[config.mk]
export PLATFORM = sky130hd
export DESIGN_NAME = oscillator_adsr_voice_unit
export DESIGN_NICKNAME = d
export VERILOG_FILES = /design/src/hdl/oav_pkg.sv /design/src/hdl/oav_mul.sv /design/src/hdl/oav_div.sv /design/src/hdl/oscillator_adsr_voice_unit.sv
export SDC_FILE = /design/constraint.sdc
export NUM_CORES = 2
export LEC_CHECK = 0
export BUFFER_PORTS_ARGS = -buffer_cell sky130_fd_sc_hd__buf_4
export CAP_MARGIN = 20
export CORE_ASPECT_RATIO = 0.9
export CORE_MARGIN = 2
export CORE_UTILIZATION = 35
export CTS_CLUSTER_SIZE = 16
export DETAILED_ROUTE_END_ITERATION = 8
export PLACE_DENSITY = 0.6
export SETUP_SLACK_MARGIN = 0.5
export SYNTH_ARGS = -nofsm -noshare
export SYNTH_HDL_FRONTEND = slang
export SYNTH_HIERARCHICAL = 1
export SYNTH_SLANG_ARGS = --single-unit
[constraint.sdc]
create_clock -name clk_i -period 18.7 [get_ports clk_i]
set_input_delay 4.675 -clock clk_i [delete_from_list [all_inputs] [get_ports clk_i]]
set_output_delay 4.675 -clock clk_i [all_outputs]
set_load 0.02 [all_outputs]
[src/hdl/oav_pkg.sv]
// Shared constants, codes and types for the oscillator/ADSR voice.
// No dependencies; imported by every module of the voice.
`default_nettype none

package oav_pkg;

  // Default parameter values
  localparam int unsigned SAMPLE_WIDTH_DEF = 16;
  localparam int unsigned COUNT_WIDTH_DEF  = 32;

  // Field widths
  localparam int unsigned LEVEL_W  = 16;
  localparam int unsigned LEN_W    = 24;
  localparam int unsigned PERIOD_W = 16;
  localparam int unsigned OP_W     = 2;
  localparam int unsigned WAVE_W   = 2;
  localparam int unsigned STAGE_W  = 3;
  localparam int unsigned LFSR_W   = 32;
  localparam logic [LFSR_W-1:0] LFSR_MASK = 32'h8020_0003;
  localparam logic [LFSR_W-1:0] LFSR_SEED = 32'h0000_0001;

  // Serial multiplier: AW-bit multiplicand, one multiplier bit per cycle
  localparam int unsigned MUL_AW = 33;
  localparam int unsigned MUL_BW = 16;
  localparam int unsigned MUL_PW = MUL_AW + MUL_BW;
  localparam int unsigned MUL_CW = $clog2(MUL_BW);

  // Serial divider: quotient known to fit in DIV_QW bits
  localparam int unsigned DIV_DW = 35;
  localparam int unsigned DIV_QW = 17;
  localparam int unsigned DIV_NW = DIV_DW + DIV_QW;
  localparam int unsigned DIV_CW = $clog2(DIV_QW);

  // Register map (word index)
  localparam int unsigned REG_AW = 3;
  localparam logic [REG_AW-1:0] REG_ATTACK_LEVEL   = 3'd0;
  localparam logic [REG_AW-1:0] REG_ATTACK_LENGTH  = 3'd1;
  localparam logic [REG_AW-1:0] REG_DECAY_LEVEL    = 3'd2;
  localparam logic [REG_AW-1:0] REG_DECAY_LENGTH   = 3'd3;
  localparam logic [REG_AW-1:0] REG_SUSTAIN_LEVEL  = 3'd4;
  localparam logic [REG_AW-1:0] REG_RELEASE_LEVEL  = 3'd5;
  localparam logic [REG_AW-1:0] REG_RELEASE_LENGTH = 3'd6;
  localparam logic [REG_AW-1:0] REG_VOICE_GAIN     = 3'd7;

  // Item opcodes
  localparam logic [OP_W-1:0] OP_TICK    = 2'd0;
  localparam logic [OP_W-1:0] OP_NOTE_ON = 2'd1;
  localparam logic [OP_W-1:0] OP_RELEASE = 2'd2;

  // Waveforms
  localparam logic [WAVE_W-1:0] WAVE_SQUARE = 2'd0;
  localparam logic [WAVE_W-1:0] WAVE_SAW    = 2'd1;
  localparam logic [WAVE_W-1:0] WAVE_SINE   = 2'd2;
  localparam logic [WAVE_W-1:0] WAVE_NOISE  = 2'd3;

  // Envelope stages
  typedef enum logic [STAGE_W-1:0] {
    ENV_ATTACK  = 3'd0,
    ENV_DECAY   = 3'd1,
    ENV_SUSTAIN = 3'd2,
    ENV_RELEASE = 3'd3,
    ENV_END     = 3'd4
  } env_stage_e;

endpackage

`default_nettype wire

[src/hdl/oav_mul.sv]
// Bit-serial shift-add multiplier, one multiplier bit per cycle.
// Depends on oav_pkg for operand widths.
`default_nettype none

module oav_mul import oav_pkg::*; (
  input  logic              clk_i,
  input  logic              rst_ni,
  input  logic              start_i,
  input  logic [MUL_AW-1:0] a_i,
  input  logic [MUL_BW-1:0] b_i,
  output logic              done_o,
  output logic              busy_o,
  output logic [MUL_PW-1:0] prod_o
);

  logic [MUL_AW-1:0] a_q;
  logic [MUL_AW-1:0] hi_q, hi_d;
  logic [MUL_BW-1:0] lo_q, lo_d;
  logic [MUL_CW-1:0] cnt_q;
  logic              busy_q, done_q;
  logic [MUL_AW:0]   sum;

  // add the multiplicand when the current multiplier bit is set, then shift
  always_comb begin
    sum  = {1'b0, hi_q} + (lo_q[0] ? {1'b0, a_q} : '0);
    hi_d = sum[MUL_AW:1];
    lo_d = {sum[0], lo_q[MUL_BW-1:1]};
  end

  // control
  always_ff @(posedge clk_i or negedge rst_ni) begin
    if (!rst_ni) begin
      busy_q <= 1'b0;
      done_q <= 1'b0;
      cnt_q  <= '0;
    end else begin
      done_q <= 1'b0;
      if (start_i) begin
        busy_q <= 1'b1;
        cnt_q  <= '0;
      end else if (busy_q) begin
        cnt_q <= cnt_q + 1'b1;
        if (cnt_q == MUL_CW'(MUL_BW - 1)) begin
          busy_q <= 1'b0;
          done_q <= 1'b1;
        end
      end
    end
  end

  // datapath
  always_ff @(posedge clk_i) begin
    if (start_i) begin
      a_q  <= a_i;
      hi_q <= '0;
      lo_q <= b_i;
    end else if (busy_q) begin
      hi_q <= hi_d;
      lo_q <= lo_d;
    end
  end

  assign done_o = done_q;
  assign busy_o = busy_q;
  assign prod_o = {hi_q, lo_q};

endmodule

`default_nettype wire

[src/hdl/oav_div.sv]
// Restoring divider, one quotient bit per cycle; the quotient must fit DIV_QW bits.
// Depends on oav_pkg for operand widths.
`default_nettype none

module oav_div import oav_pkg::*; (
  input  logic              clk_i,
  input  logic              rst_ni,
  input  logic              start_i,
  input  logic [DIV_NW-1:0] num_i,
  input  logic [DIV_DW-1:0] den_i,
  output logic              done_o,
  output logic              busy_o,
  output logic [DIV_QW-1:0] quot_o
);

  logic [DIV_DW-1:0] rem_q, rem_d;
  logic [DIV_DW-1:0] den_q;
  logic [DIV_QW-1:0] qs_q, qs_d;
  logic [DIV_CW-1:0] cnt_q;
  logic              busy_q, done_q;
  logic [DIV_DW:0]   trial;
  logic              ge;

  // shift in the next dividend bit, subtract when it fits
  always_comb begin
    trial = {rem_q, qs_q[DIV_QW-1]};
    ge    = trial >= {1'b0, den_q};
    rem_d = ge ? DIV_DW'(trial - {1'b0, den_q}) : trial[DIV_DW-1:0];
    qs_d  = {qs_q[DIV_QW-2:0], ge};
  end

  // control
  always_ff @(posedge clk_i or negedge rst_ni) begin
    if (!rst_ni) begin
      busy_q <= 1'b0;
      done_q <= 1'b0;
      cnt_q  <= '0;
    end else begin
      done_q <= 1'b0;
      if (start_i) begin
        busy_q <= 1'b1;
        cnt_q  <= '0;
      end else if (busy_q) begin
        cnt_q <= cnt_q + 1'b1;
        if (cnt_q == DIV_CW'(DIV_QW - 1)) begin
          busy_q <= 1'b0;
          done_q <= 1'b1;
        end
      end
    end
  end

  // datapath: remainder starts from the high dividend bits
  always_ff @(posedge clk_i) begin
    if (start_i) begin
      rem_q <= num_i[DIV_NW-1:DIV_QW];
      qs_q  <= num_i[DIV_QW-1:0];
      den_q <= den_i;
    end else if (busy_q) begin
      rem_q <= rem_d;
      qs_q  <= qs_d;
    end
  end

  assign done_o = done_q;
  assign busy_o = busy_q;
  assign quot_o = qs_q;

endmodule

`default_nettype wire

[src/hdl/oscillator_adsr_voice_unit.sv]
// One synthesizer voice: a tick item yields one sample of oscillator x gain x ADSR
// envelope. Items are note on (opcode in tuser), release and tick; only a tick
// gives an output transfer. Non-tick items are applied when they are taken. A tick is worked
// out by a sequencer over one shared bit-serial multiplier and one shared restoring
// divider: 2 products plus 1 quotient for the envelope ramp, 1 more quotient for saw
// and 2 products plus 1 quotient for the half-sine. A finished sample waits in the
// output register while the next item is taken.
// Depends on oav_pkg, oav_mul and oav_div.
`default_nettype none

module oscillator_adsr_voice_unit import oav_pkg::*; #(
  parameter int unsigned SAMPLE_WIDTH = SAMPLE_WIDTH_DEF,
  parameter int unsigned COUNT_WIDTH  = COUNT_WIDTH_DEF,
  localparam int unsigned OUT_TDW     = ((SAMPLE_WIDTH + STAGE_W + 7) / 8) * 8
) (
  input  logic               clk_i,
  input  logic               rst_ni,
  // item stream
  input  logic               s_axis_tvalid,
  output logic               s_axis_tready,
  input  logic [23:0]        s_axis_tdata,  // note_period[15:0], wave_select[17:16]
  input  logic [OP_W-1:0]    s_axis_tuser,  // op[1:0]
  // sample stream
  output logic               m_axis_tvalid,
  input  logic               m_axis_tready,
  output logic [OUT_TDW-1:0] m_axis_tdata,  // sample_out, stage above it
  // register port
  input  logic               psel,
  input  logic               penable,
  input  logic               pwrite,
  input  logic [4:0]         paddr,
  input  logic [31:0]        pwdata,
  output logic [31:0]        prdata,
  output logic               pready
);

  localparam int unsigned SW = SAMPLE_WIDTH;
  localparam int unsigned CW = COUNT_WIDTH;
  localparam int unsigned WW = ((CW > LEN_W) ? CW : LEN_W) + 1;
  localparam int unsigned SHIFT = 46 - SW;
  localparam logic [CW-1:0] COUNT_MAX = '1;
  localparam logic [MUL_PW-1:0] LIM = MUL_PW'(1) << (SW - 1);

  typedef enum logic [11:0] {
    ST_IDLE  = 12'b0000_0000_0001,
    ST_OSC   = 12'b0000_0000_0010,
    ST_QMUL  = 12'b0000_0000_0100,
    ST_LMUL  = 12'b0000_0000_1000,
    ST_SDIV  = 12'b0000_0001_0000,
    ST_ENV   = 12'b0000_0010_0000,
    ST_RMUL1 = 12'b0000_0100_0000,
    ST_RMUL2 = 12'b0000_1000_0000,
    ST_RDIV  = 12'b0001_0000_0000,
    ST_GMUL  = 12'b0010_0000_0000,
    ST_AMUL  = 12'b0100_0000_0000,
    ST_OUT   = 12'b1000_0000_0000
  } seq_state_e;

  function automatic logic [LEN_W-1:0] len_of(input logic [LEN_W-1:0] v);
    return (v == '0) ? LEN_W'(1) : v;
  endfunction

  // ---------------- configuration registers ----------------
  logic [LEVEL_W-1:0] attack_level_q, decay_level_q, sustain_level_q;
  logic [LEVEL_W-1:0] release_level_q, voice_gain_q;
  logic [LEN_W-1:0]   attack_length_q, decay_length_q, release_length_q;
  logic               cfg_wr;
  logic [REG_AW-1:0]  cfg_idx;

  assign pready  = 1'b1;
  assign cfg_wr  = psel & penable & pwrite & pready;
  assign cfg_idx = paddr[4:2];

  always_ff @(posedge clk_i or negedge rst_ni) begin
    if (!rst_ni) begin
      attack_level_q   <= 16'd32768;
      attack_length_q  <= 24'd4800;
      decay_level_q    <= 16'd16384;
      decay_length_q   <= 24'd4800;
      sustain_level_q  <= 16'd16384;
      release_level_q  <= 16'd0;
      release_length_q <= 24'd4800;
      voice_gain_q     <= 16'd32768;
    end else if (cfg_wr) begin
      unique case (cfg_idx)
        REG_ATTACK_LEVEL:   attack_level_q   <= pwdata[LEVEL_W-1:0];
        REG_ATTACK_LENGTH:  attack_length_q  <= pwdata[LEN_W-1:0];
        REG_DECAY_LEVEL:    decay_level_q    <= pwdata[LEVEL_W-1:0];
        REG_DECAY_LENGTH:   decay_length_q   <= pwdata[LEN_W-1:0];
        REG_SUSTAIN_LEVEL:  sustain_level_q  <= pwdata[LEVEL_W-1:0];
        REG_RELEASE_LEVEL:  release_level_q  <= pwdata[LEVEL_W-1:0];
        REG_RELEASE_LENGTH: release_length_q <= pwdata[LEN_W-1:0];
        REG_VOICE_GAIN:     voice_gain_q     <= pwdata[LEVEL_W-1:0];
        default: ;
      endcase
    end
  end

  // register readback
  always_comb begin
    unique case (cfg_idx)
      REG_ATTACK_LEVEL:   prdata = 32'(attack_level_q);
      REG_ATTACK_LENGTH:  prdata = 32'(attack_length_q);
      REG_DECAY_LEVEL:    prdata = 32'(decay_level_q);
      REG_DECAY_LENGTH:   prdata = 32'(decay_length_q);
      REG_SUSTAIN_LEVEL:  prdata = 32'(sustain_level_q);
      REG_RELEASE_LEVEL:  prdata = 32'(release_level_q);
      REG_RELEASE_LENGTH: prdata = 32'(release_length_q);
      REG_VOICE_GAIN:     prdata = 32'(voice_gain_q);
      default:            prdata = '0;
    endcase
  end

  // ---------------- state ----------------
  seq_state_e          state_q, state_d;
  logic                issued_q, issued_d;
  logic [CW-1:0]       count_q, count_d;
  logic [PERIOD_W-1:0] phase_q, phase_d;
  logic [PERIOD_W-1:0] period_q, period_d;
  logic [WAVE_W-1:0]   wave_q, wave_d;
  env_stage_e          env_q, env_d;
  logic [CW-1:0]       rstart_q, rstart_d;
  logic                pend_q, pend_d;
  logic [LFSR_W-1:0]   lfsr_q, lfsr_d;
  logic                out_valid_q, out_valid_d;
  logic [SW-1:0]       out_sample_q, out_sample_d;
  logic [STAGE_W-1:0]  out_stage_q, out_stage_d;

  // working registers of one tick
  logic [16:0]         osc_mag_q, osc_mag_d;
  logic                osc_neg_q, osc_neg_d;
  logic [LEVEL_W-1:0]  amp_q, amp_d;
  logic [STAGE_W-1:0]  stage_now_q, stage_now_d;
  logic [LEVEL_W-1:0]  r_from_q, r_from_d, r_to_q, r_to_d;
  logic [LEN_W-1:0]    r_len_q, r_len_d, r_e_q, r_e_d;
  logic [MUL_PW-1:0]   acc_q, acc_d;
  logic [31:0]         sq_q, sq_d;
  logic [DIV_DW-1:0]   sden_q, sden_d;
  logic [SW-1:0]       res_q, res_d;

  // ---------------- shared arithmetic units ----------------
  logic              mul_start, mul_done, mul_busy;
  logic [MUL_AW-1:0] mul_a;
  logic [MUL_BW-1:0] mul_b;
  logic [MUL_PW-1:0] mul_prod;
  logic              div_start, div_done, div_busy;
  logic [DIV_NW-1:0] div_num;
  logic [DIV_DW-1:0] div_den;
  logic [DIV_QW-1:0] div_quot;

  oav_mul u_mul (
    .clk_i   (clk_i),
    .rst_ni  (rst_ni),
    .start_i (mul_start),
    .a_i     (mul_a),
    .b_i     (mul_b),
    .done_o  (mul_done),
    .busy_o  (mul_busy),
    .prod_o  (mul_prod)
  );

  oav_div u_div (
    .clk_i   (clk_i),
    .rst_ni  (rst_ni),
    .start_i (div_start),
    .num_i   (div_num),
    .den_i   (div_den),
    .done_o  (div_done),
    .busy_o  (div_busy),
    .quot_o  (div_quot)
  );

  // operand select per sequencer step; a unit starts once on entry to its step
  always_comb begin
    mul_a = '0;
    mul_b = '0;
    div_num = '0;
    div_den = '0;
    unique case (state_q)
      ST_QMUL:  begin mul_a = MUL_AW'(period_q - phase_q); mul_b = phase_q; end
      ST_LMUL:  begin mul_a = MUL_AW'(period_q); mul_b = period_q; end
      ST_RMUL1: begin mul_a = MUL_AW'(r_len_q - r_e_q); mul_b = r_from_q; end
      ST_RMUL2: begin mul_a = MUL_AW'(r_e_q); mul_b = r_to_q; end
      ST_GMUL:  begin mul_a = MUL_AW'(osc_mag_q); mul_b = voice_gain_q; end
      ST_AMUL:  begin mul_a = acc_q[MUL_AW-1:0]; mul_b = amp_q; end
      ST_SDIV: begin
        if (wave_q == WAVE_SINE) begin
          div_num = {sq_q, 20'd0};
          div_den = sden_q;
        end else begin
          div_num = DIV_NW'({phase_q, 16'd0});
          div_den = DIV_DW'(period_q);
        end
      end
      ST_RDIV: begin
        div_num = DIV_NW'(acc_q[LEVEL_W+LEN_W:0]);
        div_den = DIV_DW'(r_len_q);
      end
      default: ;
    endcase
  end

  assign mul_start = !issued_q && ((state_q == ST_QMUL) || (state_q == ST_LMUL) ||
                     (state_q == ST_RMUL1) || (state_q == ST_RMUL2) ||
                     (state_q == ST_GMUL) || (state_q == ST_AMUL));
  assign div_start = !issued_q && ((state_q == ST_SDIV) || (state_q == ST_RDIV));

  // ---------------- envelope step setup ----------------
  logic [WW-1:0]    c_w, a_w, d_w, r_w, rs_w, e_raw, len_w;
  logic [LEN_W-1:0] e_clamp;

  always_comb begin
    c_w  = WW'(count_q);
    a_w  = WW'(len_of(attack_length_q));
    d_w  = WW'(len_of(decay_length_q));
    r_w  = WW'(len_of(release_length_q));
    rs_w = WW'(rstart_q);
    unique case (env_q)
      ENV_ATTACK: begin
        e_raw = c_w;
        len_w = a_w;
      end
      ENV_DECAY: begin
        e_raw = (c_w >= a_w) ? c_w - a_w : '0;
        len_w = d_w;
      end
      default: begin
        e_raw = (c_w >= rs_w) ? c_w - rs_w : '0;
        len_w = r_w;
      end
    endcase
    e_clamp = (e_raw > len_w) ? len_w[LEN_W-1:0] : e_raw[LEN_W-1:0];
  end

  // ---------------- sequencer ----------------
  logic [LFSR_W-1:0]  lfsr_next;
  logic [MUL_PW-1:0]  mag_sh, mag_sat;
  logic [MUL_PW-1:0]  sq5;
  logic               in_xfer, out_load;

  assign in_xfer   = s_axis_tvalid && s_axis_tready;
  assign out_load  = (state_q == ST_OUT) && (!out_valid_q || m_axis_tready);
  assign lfsr_next = (lfsr_q >> 1) ^ (lfsr_q[0] ? LFSR_MASK : '0);
  assign mag_sh    = mul_prod >> SHIFT;
  assign sq5       = MUL_PW'(mul_prod[31:0]) * MUL_PW'(5);

  always_comb begin
    state_d      = state_q;
    issued_d     = issued_q;
    count_d      = count_q;
    phase_d      = phase_q;
    period_d     = period_q;
    wave_d       = wave_q;
    env_d        = env_q;
    rstart_d     = rstart_q;
    pend_d       = pend_q;
    lfsr_d       = lfsr_q;
    osc_mag_d    = osc_mag_q;
    osc_neg_d    = osc_neg_q;
    amp_d        = amp_q;
    stage_now_d  = stage_now_q;
    r_from_d     = r_from_q;
    r_to_d       = r_to_q;
    r_len_d      = r_len_q;
    r_e_d        = r_e_q;
    acc_d        = acc_q;
    sq_d         = sq_q;
    sden_d       = sden_q;
    res_d        = res_q;
    out_sample_d = out_sample_q;
    out_stage_d  = out_stage_q;
    mag_sat      = '0;
    out_valid_d  = (m_axis_tready) ? 1'b0 : out_valid_q;

    if (mul_start || div_start) begin
      issued_d = 1'b1;
    end

    unique case (state_q)
      ST_IDLE: begin
        if (in_xfer) begin
          priority case (s_axis_tuser)
            OP_NOTE_ON: begin
              period_d = (s_axis_tdata[15:0] < 16'd2) ? 16'd2 : s_axis_tdata[15:0];
              wave_d   = s_axis_tdata[17:16];
              count_d  = '0;
              phase_d  = '0;
              rstart_d = '0;
              env_d    = ENV_ATTACK;
              pend_d   = 1'b0;
            end
            OP_RELEASE: pend_d = 1'b1;
            OP_TICK:    state_d = ST_OSC;
            default: ;
          endcase
        end
      end

      // oscillator: direct forms here, divided forms through the divider
      ST_OSC: begin
        stage_now_d = env_q;
        issued_d    = 1'b0;
        unique case (wave_q)
          WAVE_SQUARE: begin
            osc_mag_d = 17'd32768;
            osc_neg_d = !(phase_q <= (period_q >> 1));
            state_d   = ST_ENV;
          end
          WAVE_SAW:  state_d = ST_SDIV;
          WAVE_SINE: state_d = ST_QMUL;
          default: begin
            lfsr_d = lfsr_next;
            if (lfsr_next[31]) begin
              osc_mag_d = {2'b0, lfsr_next[30:16]};
              osc_neg_d = 1'b0;
            end else begin
              osc_mag_d = 17'd32768 - 17'(lfsr_next[31:16]);
              osc_neg_d = 1'b1;
            end
            state_d = ST_ENV;
          end
        endcase
      end

      ST_QMUL: if (mul_done) begin
        sq_d     = mul_prod[31:0];
        issued_d = 1'b0;
        state_d  = ST_LMUL;
      end

      // 5*L^2 - 4*p*(L-p)
      ST_LMUL: if (mul_done) begin
        sden_d   = DIV_DW'(sq5) - DIV_DW'({sq_q, 2'b00});
        issued_d = 1'b0;
        state_d  = ST_SDIV;
      end

      ST_SDIV: if (div_done) begin
        if (div_quot[16] || div_quot[15]) begin
          osc_mag_d = div_quot - 17'd32768;
          osc_neg_d = 1'b0;
        end else begin
          osc_mag_d = 17'd32768 - div_quot;
          osc_neg_d = 1'b1;
        end
        issued_d = 1'b0;
        state_d  = ST_ENV;
      end

      // envelope amplitude source and stage transition
      ST_ENV: begin
        issued_d = 1'b0;
        r_len_d  = len_w[LEN_W-1:0];
        r_e_d    = e_clamp;
        unique case (env_q)
          ENV_ATTACK: begin
            r_from_d = '0;
            r_to_d   = attack_level_q;
            state_d  = ST_RMUL1;
            if (c_w >= a_w) begin
              env_d = ENV_DECAY;
            end else if (pend_q) begin
              env_d = ENV_RELEASE; rstart_d = count_q; pend_d = 1'b0;
            end
          end
          ENV_DECAY: begin
            r_from_d = attack_level_q;
            r_to_d   = decay_level_q;
            state_d  = ST_RMUL1;
            if (c_w >= a_w + d_w) begin
              env_d = ENV_SUSTAIN;
            end else if (pend_q) begin
              env_d = ENV_RELEASE; rstart_d = count_q; pend_d = 1'b0;
            end
          end
          ENV_SUSTAIN: begin
            amp_d   = sustain_level_q;
            state_d = ST_GMUL;
            if (pend_q) begin
              env_d = ENV_RELEASE; rstart_d = count_q; pend_d = 1'b0;
            end
          end
          ENV_RELEASE: begin
            r_from_d = sustain_level_q;
            r_to_d   = release_level_q;
            state_d  = ST_RMUL1;
            if (c_w >= rs_w + r_w) env_d = ENV_END;
          end
          default: begin
            amp_d   = release_level_q;
            state_d = ST_GMUL;
          end
        endcase
      end

      ST_RMUL1: if (mul_done) begin
        acc_d    = mul_prod;
        issued_d = 1'b0;
        state_d  = ST_RMUL2;
      end

      ST_RMUL2: if (mul_done) begin
        acc_d    = acc_q + mul_prod;
        issued_d = 1'b0;
        state_d  = ST_RDIV;
      end

      ST_RDIV: if (div_done) begin
        amp_d    = div_quot[LEVEL_W-1:0];
        issued_d = 1'b0;
        state_d  = ST_GMUL;
      end

      ST_GMUL: if (mul_done) begin
        acc_d    = mul_prod;
        issued_d = 1'b0;
        state_d  = ST_AMUL;
      end

      // scale, then saturate to the signed sample range
      ST_AMUL: if (mul_done) begin
        if (osc_neg_q) begin
          mag_sat = (mag_sh > LIM) ? LIM : mag_sh;
          res_d   = SW'(MUL_PW'(0) - mag_sat);
        end else begin
          mag_sat = (mag_sh > LIM - 1'b1) ? LIM - 1'b1 : mag_sh;
          res_d   = mag_sat[SW-1:0];
        end
        issued_d = 1'b0;
        state_d  = ST_OUT;
      end

      // hand the sample to the output register, advance the counter
      ST_OUT: if (out_load) begin
        out_valid_d  = 1'b1;
        out_sample_d = res_q;
        out_stage_d  = stage_now_q;
        if (count_q != COUNT_MAX) begin
          count_d = count_q + 1'b1;
          phase_d = (phase_q + 1'b1 == period_q) ? '0 : phase_q + 1'b1;
        end
        state_d = ST_IDLE;
      end

      default: state_d = ST_IDLE;
    endcase
  end

  // control and architectural state
  always_ff @(posedge clk_i or negedge rst_ni) begin
    if (!rst_ni) begin
      state_q     <= ST_IDLE;
      issued_q    <= 1'b0;
      count_q     <= '0;
      phase_q     <= '0;
      period_q    <= 16'd2;
      wave_q      <= WAVE_SQUARE;
      env_q       <= ENV_END;
      rstart_q    <= '0;
      pend_q      <= 1'b0;
      lfsr_q      <= LFSR_SEED;
      out_valid_q <= 1'b0;
    end else begin
      state_q     <= state_d;
      issued_q    <= issued_d;
      count_q     <= count_d;
      phase_q     <= phase_d;
      period_q    <= period_d;
      wave_q      <= wave_d;
      env_q       <= env_d;
      rstart_q    <= rstart_d;
      pend_q      <= pend_d;
      lfsr_q      <= lfsr_d;
      out_valid_q <= out_valid_d;
    end
  end

  // working payload registers
  always_ff @(posedge clk_i) begin
    osc_mag_q    <= osc_mag_d;
    osc_neg_q    <= osc_neg_d;
    amp_q        <= amp_d;
    stage_now_q  <= stage_now_d;
    r_from_q     <= r_from_d;
    r_to_q       <= r_to_d;
    r_len_q      <= r_len_d;
    r_e_q        <= r_e_d;
    acc_q        <= acc_d;
    sq_q         <= sq_d;
    sden_q       <= sden_d;
    res_q        <= res_d;
    out_sample_q <= out_sample_d;
    out_stage_q  <= out_stage_d;
  end

  assign s_axis_tready = (state_q == ST_IDLE);
  assign m_axis_tvalid = out_valid_q;
  assign m_axis_tdata  = OUT_TDW'({out_stage_q, out_sample_q});

`ifndef SYNTH
  // the two serial units are never busy at once
  a_units_exclusive: assert property (@(posedge clk_i) disable iff (!rst_ni)
    !(mul_busy && div_busy))
    else $error("multiplier and divider busy together");

  // oscillator phase stays inside the period
  a_phase_range: assert property (@(posedge clk_i) disable iff (!rst_ni)
    phase_q < period_q)
    else $error("oscillator phase out of range");

  // each delivered sample advances the unsaturated sample counter by one
  a_count_step: assert property (@(posedge clk_i) disable iff (!rst_ni)
    (out_load && (count_q != COUNT_MAX)) |=> (count_q == $past(count_q) + 1'b1))
    else $error("sample counter did not advance");

  // an item is only taken while the sequencer is not working on a tick
  a_no_accept_busy: assert property (@(posedge clk_i) disable iff (!rst_ni)
    (mul_busy || div_busy) |-> !s_axis_tready)
    else $error("item accepted during tick processing");
`endif

endmodule

`default_nettype wire

# After elaboration in Yosys (flattened, before gate mapping)
# Cells that the tools add are included.
# totals
ff_bits,750
in_bits,70
out_inout_bits,59
wordCells,304
# classes
add_sub_neg,18
n_mul,1
magnitude_cmp,10
eq_ne,52
n_mux,113
n_bitwise,4
n_reduce_logical,61
# ops
cell,count
2-to-1 mux 32 bit,8
case mux 32 bit (8 select lines),1
case mux 33 bit (6 select lines),1
2-to-1 mux 16 bit,12
case mux 12 bit (12 select lines),1
2-to-1 mux 35 bit,4
2-to-1 mux 12 bit,11
case mux 32 bit (2 select lines),2
case mux 52 bit (2 select lines),1
2-to-1 mux 33 bit,3
2-to-1 mux 49 bit,2
case mux 49 bit (2 select lines),1
2-to-1 mux 24 bit,4
case mux 16 bit (2 select lines),3
case mux 16 bit (3 select lines),2
case mux 16 bit (6 select lines),1
case mux 32 bit (3 select lines),1
2-to-1 mux 17 bit,5
zero test 24 bit,3
case mux 35 bit (2 select lines),1
case mux 17 bit (2 select lines),2
case mux 33 bit (2 select lines),1
2-to-1 mux 52 bit,1
adder 49 bit,1
other kinds (84),187

# Longest topological paths before layout
# depth
word_depth,11
depth_mapped,30
mapped_depth_nobuf,29

# By module
# The synthesis kept the hierarchy.
# modules_own_cells
mod,instances,cells_per_inst,area_per_inst_um2,seq_area_each_um2
oscillator_adsr_voice_unit,1,4785,43316.5,15339.7
oav_div,1,601,6112.1,2787.7
oav_mul,1,484,5011.1,2282.2

# Worst setup path before layout
# OpenSTA, ideal clock, no wires.
# synth_path
path_kind,input to output
start,input paddr[3]
end,output prdata[16]
arrival_ns,6.616
required_time_ns,14.025
path_slack_ns,7.409
cell_stages,6
path_buffers,4
cell_sequence,clkbuf_1 buf_1 clkbuf_1 buf_1 mux2i_1 o21ai_0
# synth_between
elab_chain_cells,2
word_cells_on_any_way,9
classes_between,eq/ne (7); mux (1); reduce/logical (1)
# synth_lines
element,line_no,text
start: declaration,oscillator_adsr_voice_unit.sv:31,"input logic [4:0] paddr,"
== test 3 bit (tied with other cells),oscillator_adsr_voice_unit.sv:101,unique case (cfg_idx)
case mux 32 bit (8 select lines) *,oscillator_adsr_voice_unit.sv:101,
end: declaration,oscillator_adsr_voice_unit.sv:33,"output logic [31:0] prdata,"
# Every way passes the cells marked *; elsewhere a longest branch is shown, timed or not. The select of a mux whose other input is x is not followed.

# Worst setup path in the final report
# layout_path
start,input paddr[3]
end,output prdata[2]
# The elaborated chain is that of the path after synthesis.

==> flow_summary.toml <==
[worst_setup_path]
crit_fanout = 52
cpMostUsedCell = "buf_4"
critPathSlowestCell = "buf_4"
critPathKind = "in2out"
crit_path_end_kind = "output port"
startpoint_type = "primary input"
cp_cell_sequence = "buf_4 -> inv_2 -> nor2_1 -> a221oi_1 -> a21oi_1 -> o22a_1 -> buf_4"
arrival_ns = 6.81
worstPathRequired_ns = 14.03
max_stage_delay_ns = 0.59

[routing]
wirelength_mm = 184.8
vias = 45610
wl_per_cell_um = 23.20
drcViolationCount = 0
drt-pass1-iter-count = 7
drtIter0Drc = 4884
vias_per_cell = 5.725
ant_nets = 0

[timing]
fin_crit_ns = 11.49
skew_ns = 0.06009
setup_violations = 0
worst_slew_pin_slew_ns = 1.114
period_share_pct = 61.43
timing.max_slew.rel_slack_pct = 25.72
rsz0062_at_grt = "false"
setup_slack_ns = 7.213
hold_viol = 0
fmax_ghz = 0.08706
drv_slew = 0
fin_tns_setup_ns = 0

[yosys]
synth.avg_cell_area_sq_um = 9.274
synth_seq_area_share_pct = 37.49
synth_cells = 5870
ys.warnings.count = 6
synth-edff-count = 396
ys_dominant_reg_cell = "edfxtp_1"
async_flop_share_pct = 42.18
synth_cell_type_count = 117
synth_seq_cells = 742
syn_area_sq_mm = 0.05444

[final_layout]
final_cell_area_sq_mm = 0.06024
final_cell_mix = "nand2_1, inv_1, ha_1"
post-route-util_pct = 38.92
drive_gt1_share_pct = 10.46
syn_to_final_growth_pct = 10.65
layout_commonest_cell = "nand2_1"
nets = 6336

[global_routing]
antenna_found_initial = 8
grt_max_degree = 113
grt_first_pass_wirelength_mm = 274.3
busiest_layer = "met2"
grt_use_met3_pct = 3.591
overflow = 0
grt_util_met2_pct = 34.52
grt_use_total_pct = 22.83
grt_pass1_vias = 42330
use_met1_pct = 32.63

[clock_tree]
ctsHoldBuffers = 0
clock-sinks = 742
post-cts-setup-buffers = 0
clock_latency_ns = 0.74
cts_max_level = 3
max-clock-path-buffers = 3
path_clk_slew_ns = 0.06
cts_tree = "done"
cts-buffers-inserted = 87
root_buffer = "clkbuf_16"
postCtsResizedCells = 0

[power_and_ir_drop]
clkPwrFrac_pct = 22.4
switching_power_mw = 3.555
p_leak_nw = 26.03
power_density_mw_per_mm2 = 139.3
power_frac_seq_pct = 29.8
p_int_mw = 4.833
pwr-share-comb_pct = 47.8
vdd_drop_max_v = 0.00007821
p_sw_share_pct = 42.38

[die]
rows = 137
die_w_um = 419.7
dieArea_sq_mm = 0.1587
core-area_sq_mm = 0.1548
io_pins = 129
die_y_um = 378.2
start_util_pct = 35.17

[outcome]
status = "finished, final reports clean"

[place]
placed_area_sq_mm = 0.05708
port_buffers = 98
gp_congestion = 0.9674
post-place-ws_ns = 7.300
dp_hpwl_mm = 140.8

[run]
cap_violations = 0

[worst_hold_path]
hold_class = "reg2reg"
## power by group through the flow
stage | combinational [mW] | sequential, mW | clock (mW)
2_1_floorplan | 2.99 | 2.31 | 0
3_3_place_gp | 3.86 | 2.52 | 0
3_5_place_dp | 3.93 | 2.52 | 0
4_1_cts | 3.96 | 2.49 | 1.91
5_1_grt | 4.44 | 2.52 | 1.97
6_report | 4.01 | 2.50 | 1.88
## cells by family after synthesis
kind of cell,Yosys count,share of synthesized area [%]
XOR/XNOR,305,4.907
AO/OA/AOI/OAI,1538,18.47
other,2,0.01380
flip-flops,742,37.49
AND/OR/NAND/NOR,1616,14.36
adder cells (fa/ha/maj),464,11.22
multiplexers,375,7.561
buffers and inverters,828,5.989
## per-layer routing
| layer | vias to the layer above | share of wire, % |
|---|---|---|
| met2 | 1910 | 43 |
| li1 | 21090 | - |
| met3 | 340 | 8.0 |
| met5 | - | 0.017 |
| met1 | 22270 | 45 |
| met4 | 6 | 4.2 |
## layout make-up
| class | instances | area (sq um) |
|---|---|---|
| fill | 15380 | 94550 |
| multi-input combinational | 4312 | 30980 |
| sequential | 742 | 20410 |
| tap | 2085 | 2609 |
| clock buffer | 109 | 2310 |
| inverter | 496 | 1862 |
| timing repair buffer | 163 | 1254 |
| clock inverter | 55 | 797.0 |
| antenna | 4 | 10.01 |
## metrics by stage
stage                     total power [mW]  hold slack, ns  instances
after floorplan                      5.304          0.4003       5882
after global placement               6.379          0.4038       7795
after global routing                 8.927          0.4186       7963
final                                8.389          0.4176       7966
after CTS                            8.358          0.4187       7959
after detailed placement             6.452          0.4045       7795
## critical path, delay by kind of cell
family | cells | cell delay [ns]
buffers and inverters | 3 | 1.09
AOI/OAI and AO/OA | 3 | 0.55
and+or+nand+nor | 1 | 0.48
## synth_stat cells (172+ instances only)
master | count | area share [%]
nand2_1 | 505 | 3.5
edfxtp_1 | 396 | 22
inv_1 | 493 | 3.4
mux2i_1 | 175 | 3.2
ha_1 | 424 | 9.7
mux2_2 | 187 | 3.9
o21ai_0 | 377 | 3.5
xnor2_1 | 172 | 2.8
a21oi_1 | 372 | 3.4
dfrtp_1 | 293 | 13
nor2_1 | 355 | 2.4
clkbuf_1 | 267 | 1.8
## state kept, by name, summed over array words and instances, names as in the netlist, 32 cells and up
| signal | flops |
|---|---|
| acc_q | 41 |
| sden_q | 35 |
| u_div/den_q | 35 |
| u_div/rem_q | 35 |
| u_mul/a_q | 33 |
| u_mul/hi_q | 33 |
| count_q | 32 |
| lfsr_q | 32 |
| rstart_q | 32 |
| sq_q | 32 |
## final timing paths
check	start	to	slack, ns	cells past startpoint
setup / recovery	paddr[3]	prdata[2]	7.21	7
hold / removal	res_q[7]	out_sample_q[7]	0.42	0
setup reg to reg	attack_length_q[20]	r_e_q[23]	10.27	26
hold reg to reg	res_q[7]	out_sample_q[7]	0.42	0
max in group asynchronous	rst_ni	rstart_q[13]	12.32	3
min in group asynchronous	rst_ni	sustain_level_q[6]	4.03	1
Note: power is estimated with default switching activity, not from simulation.
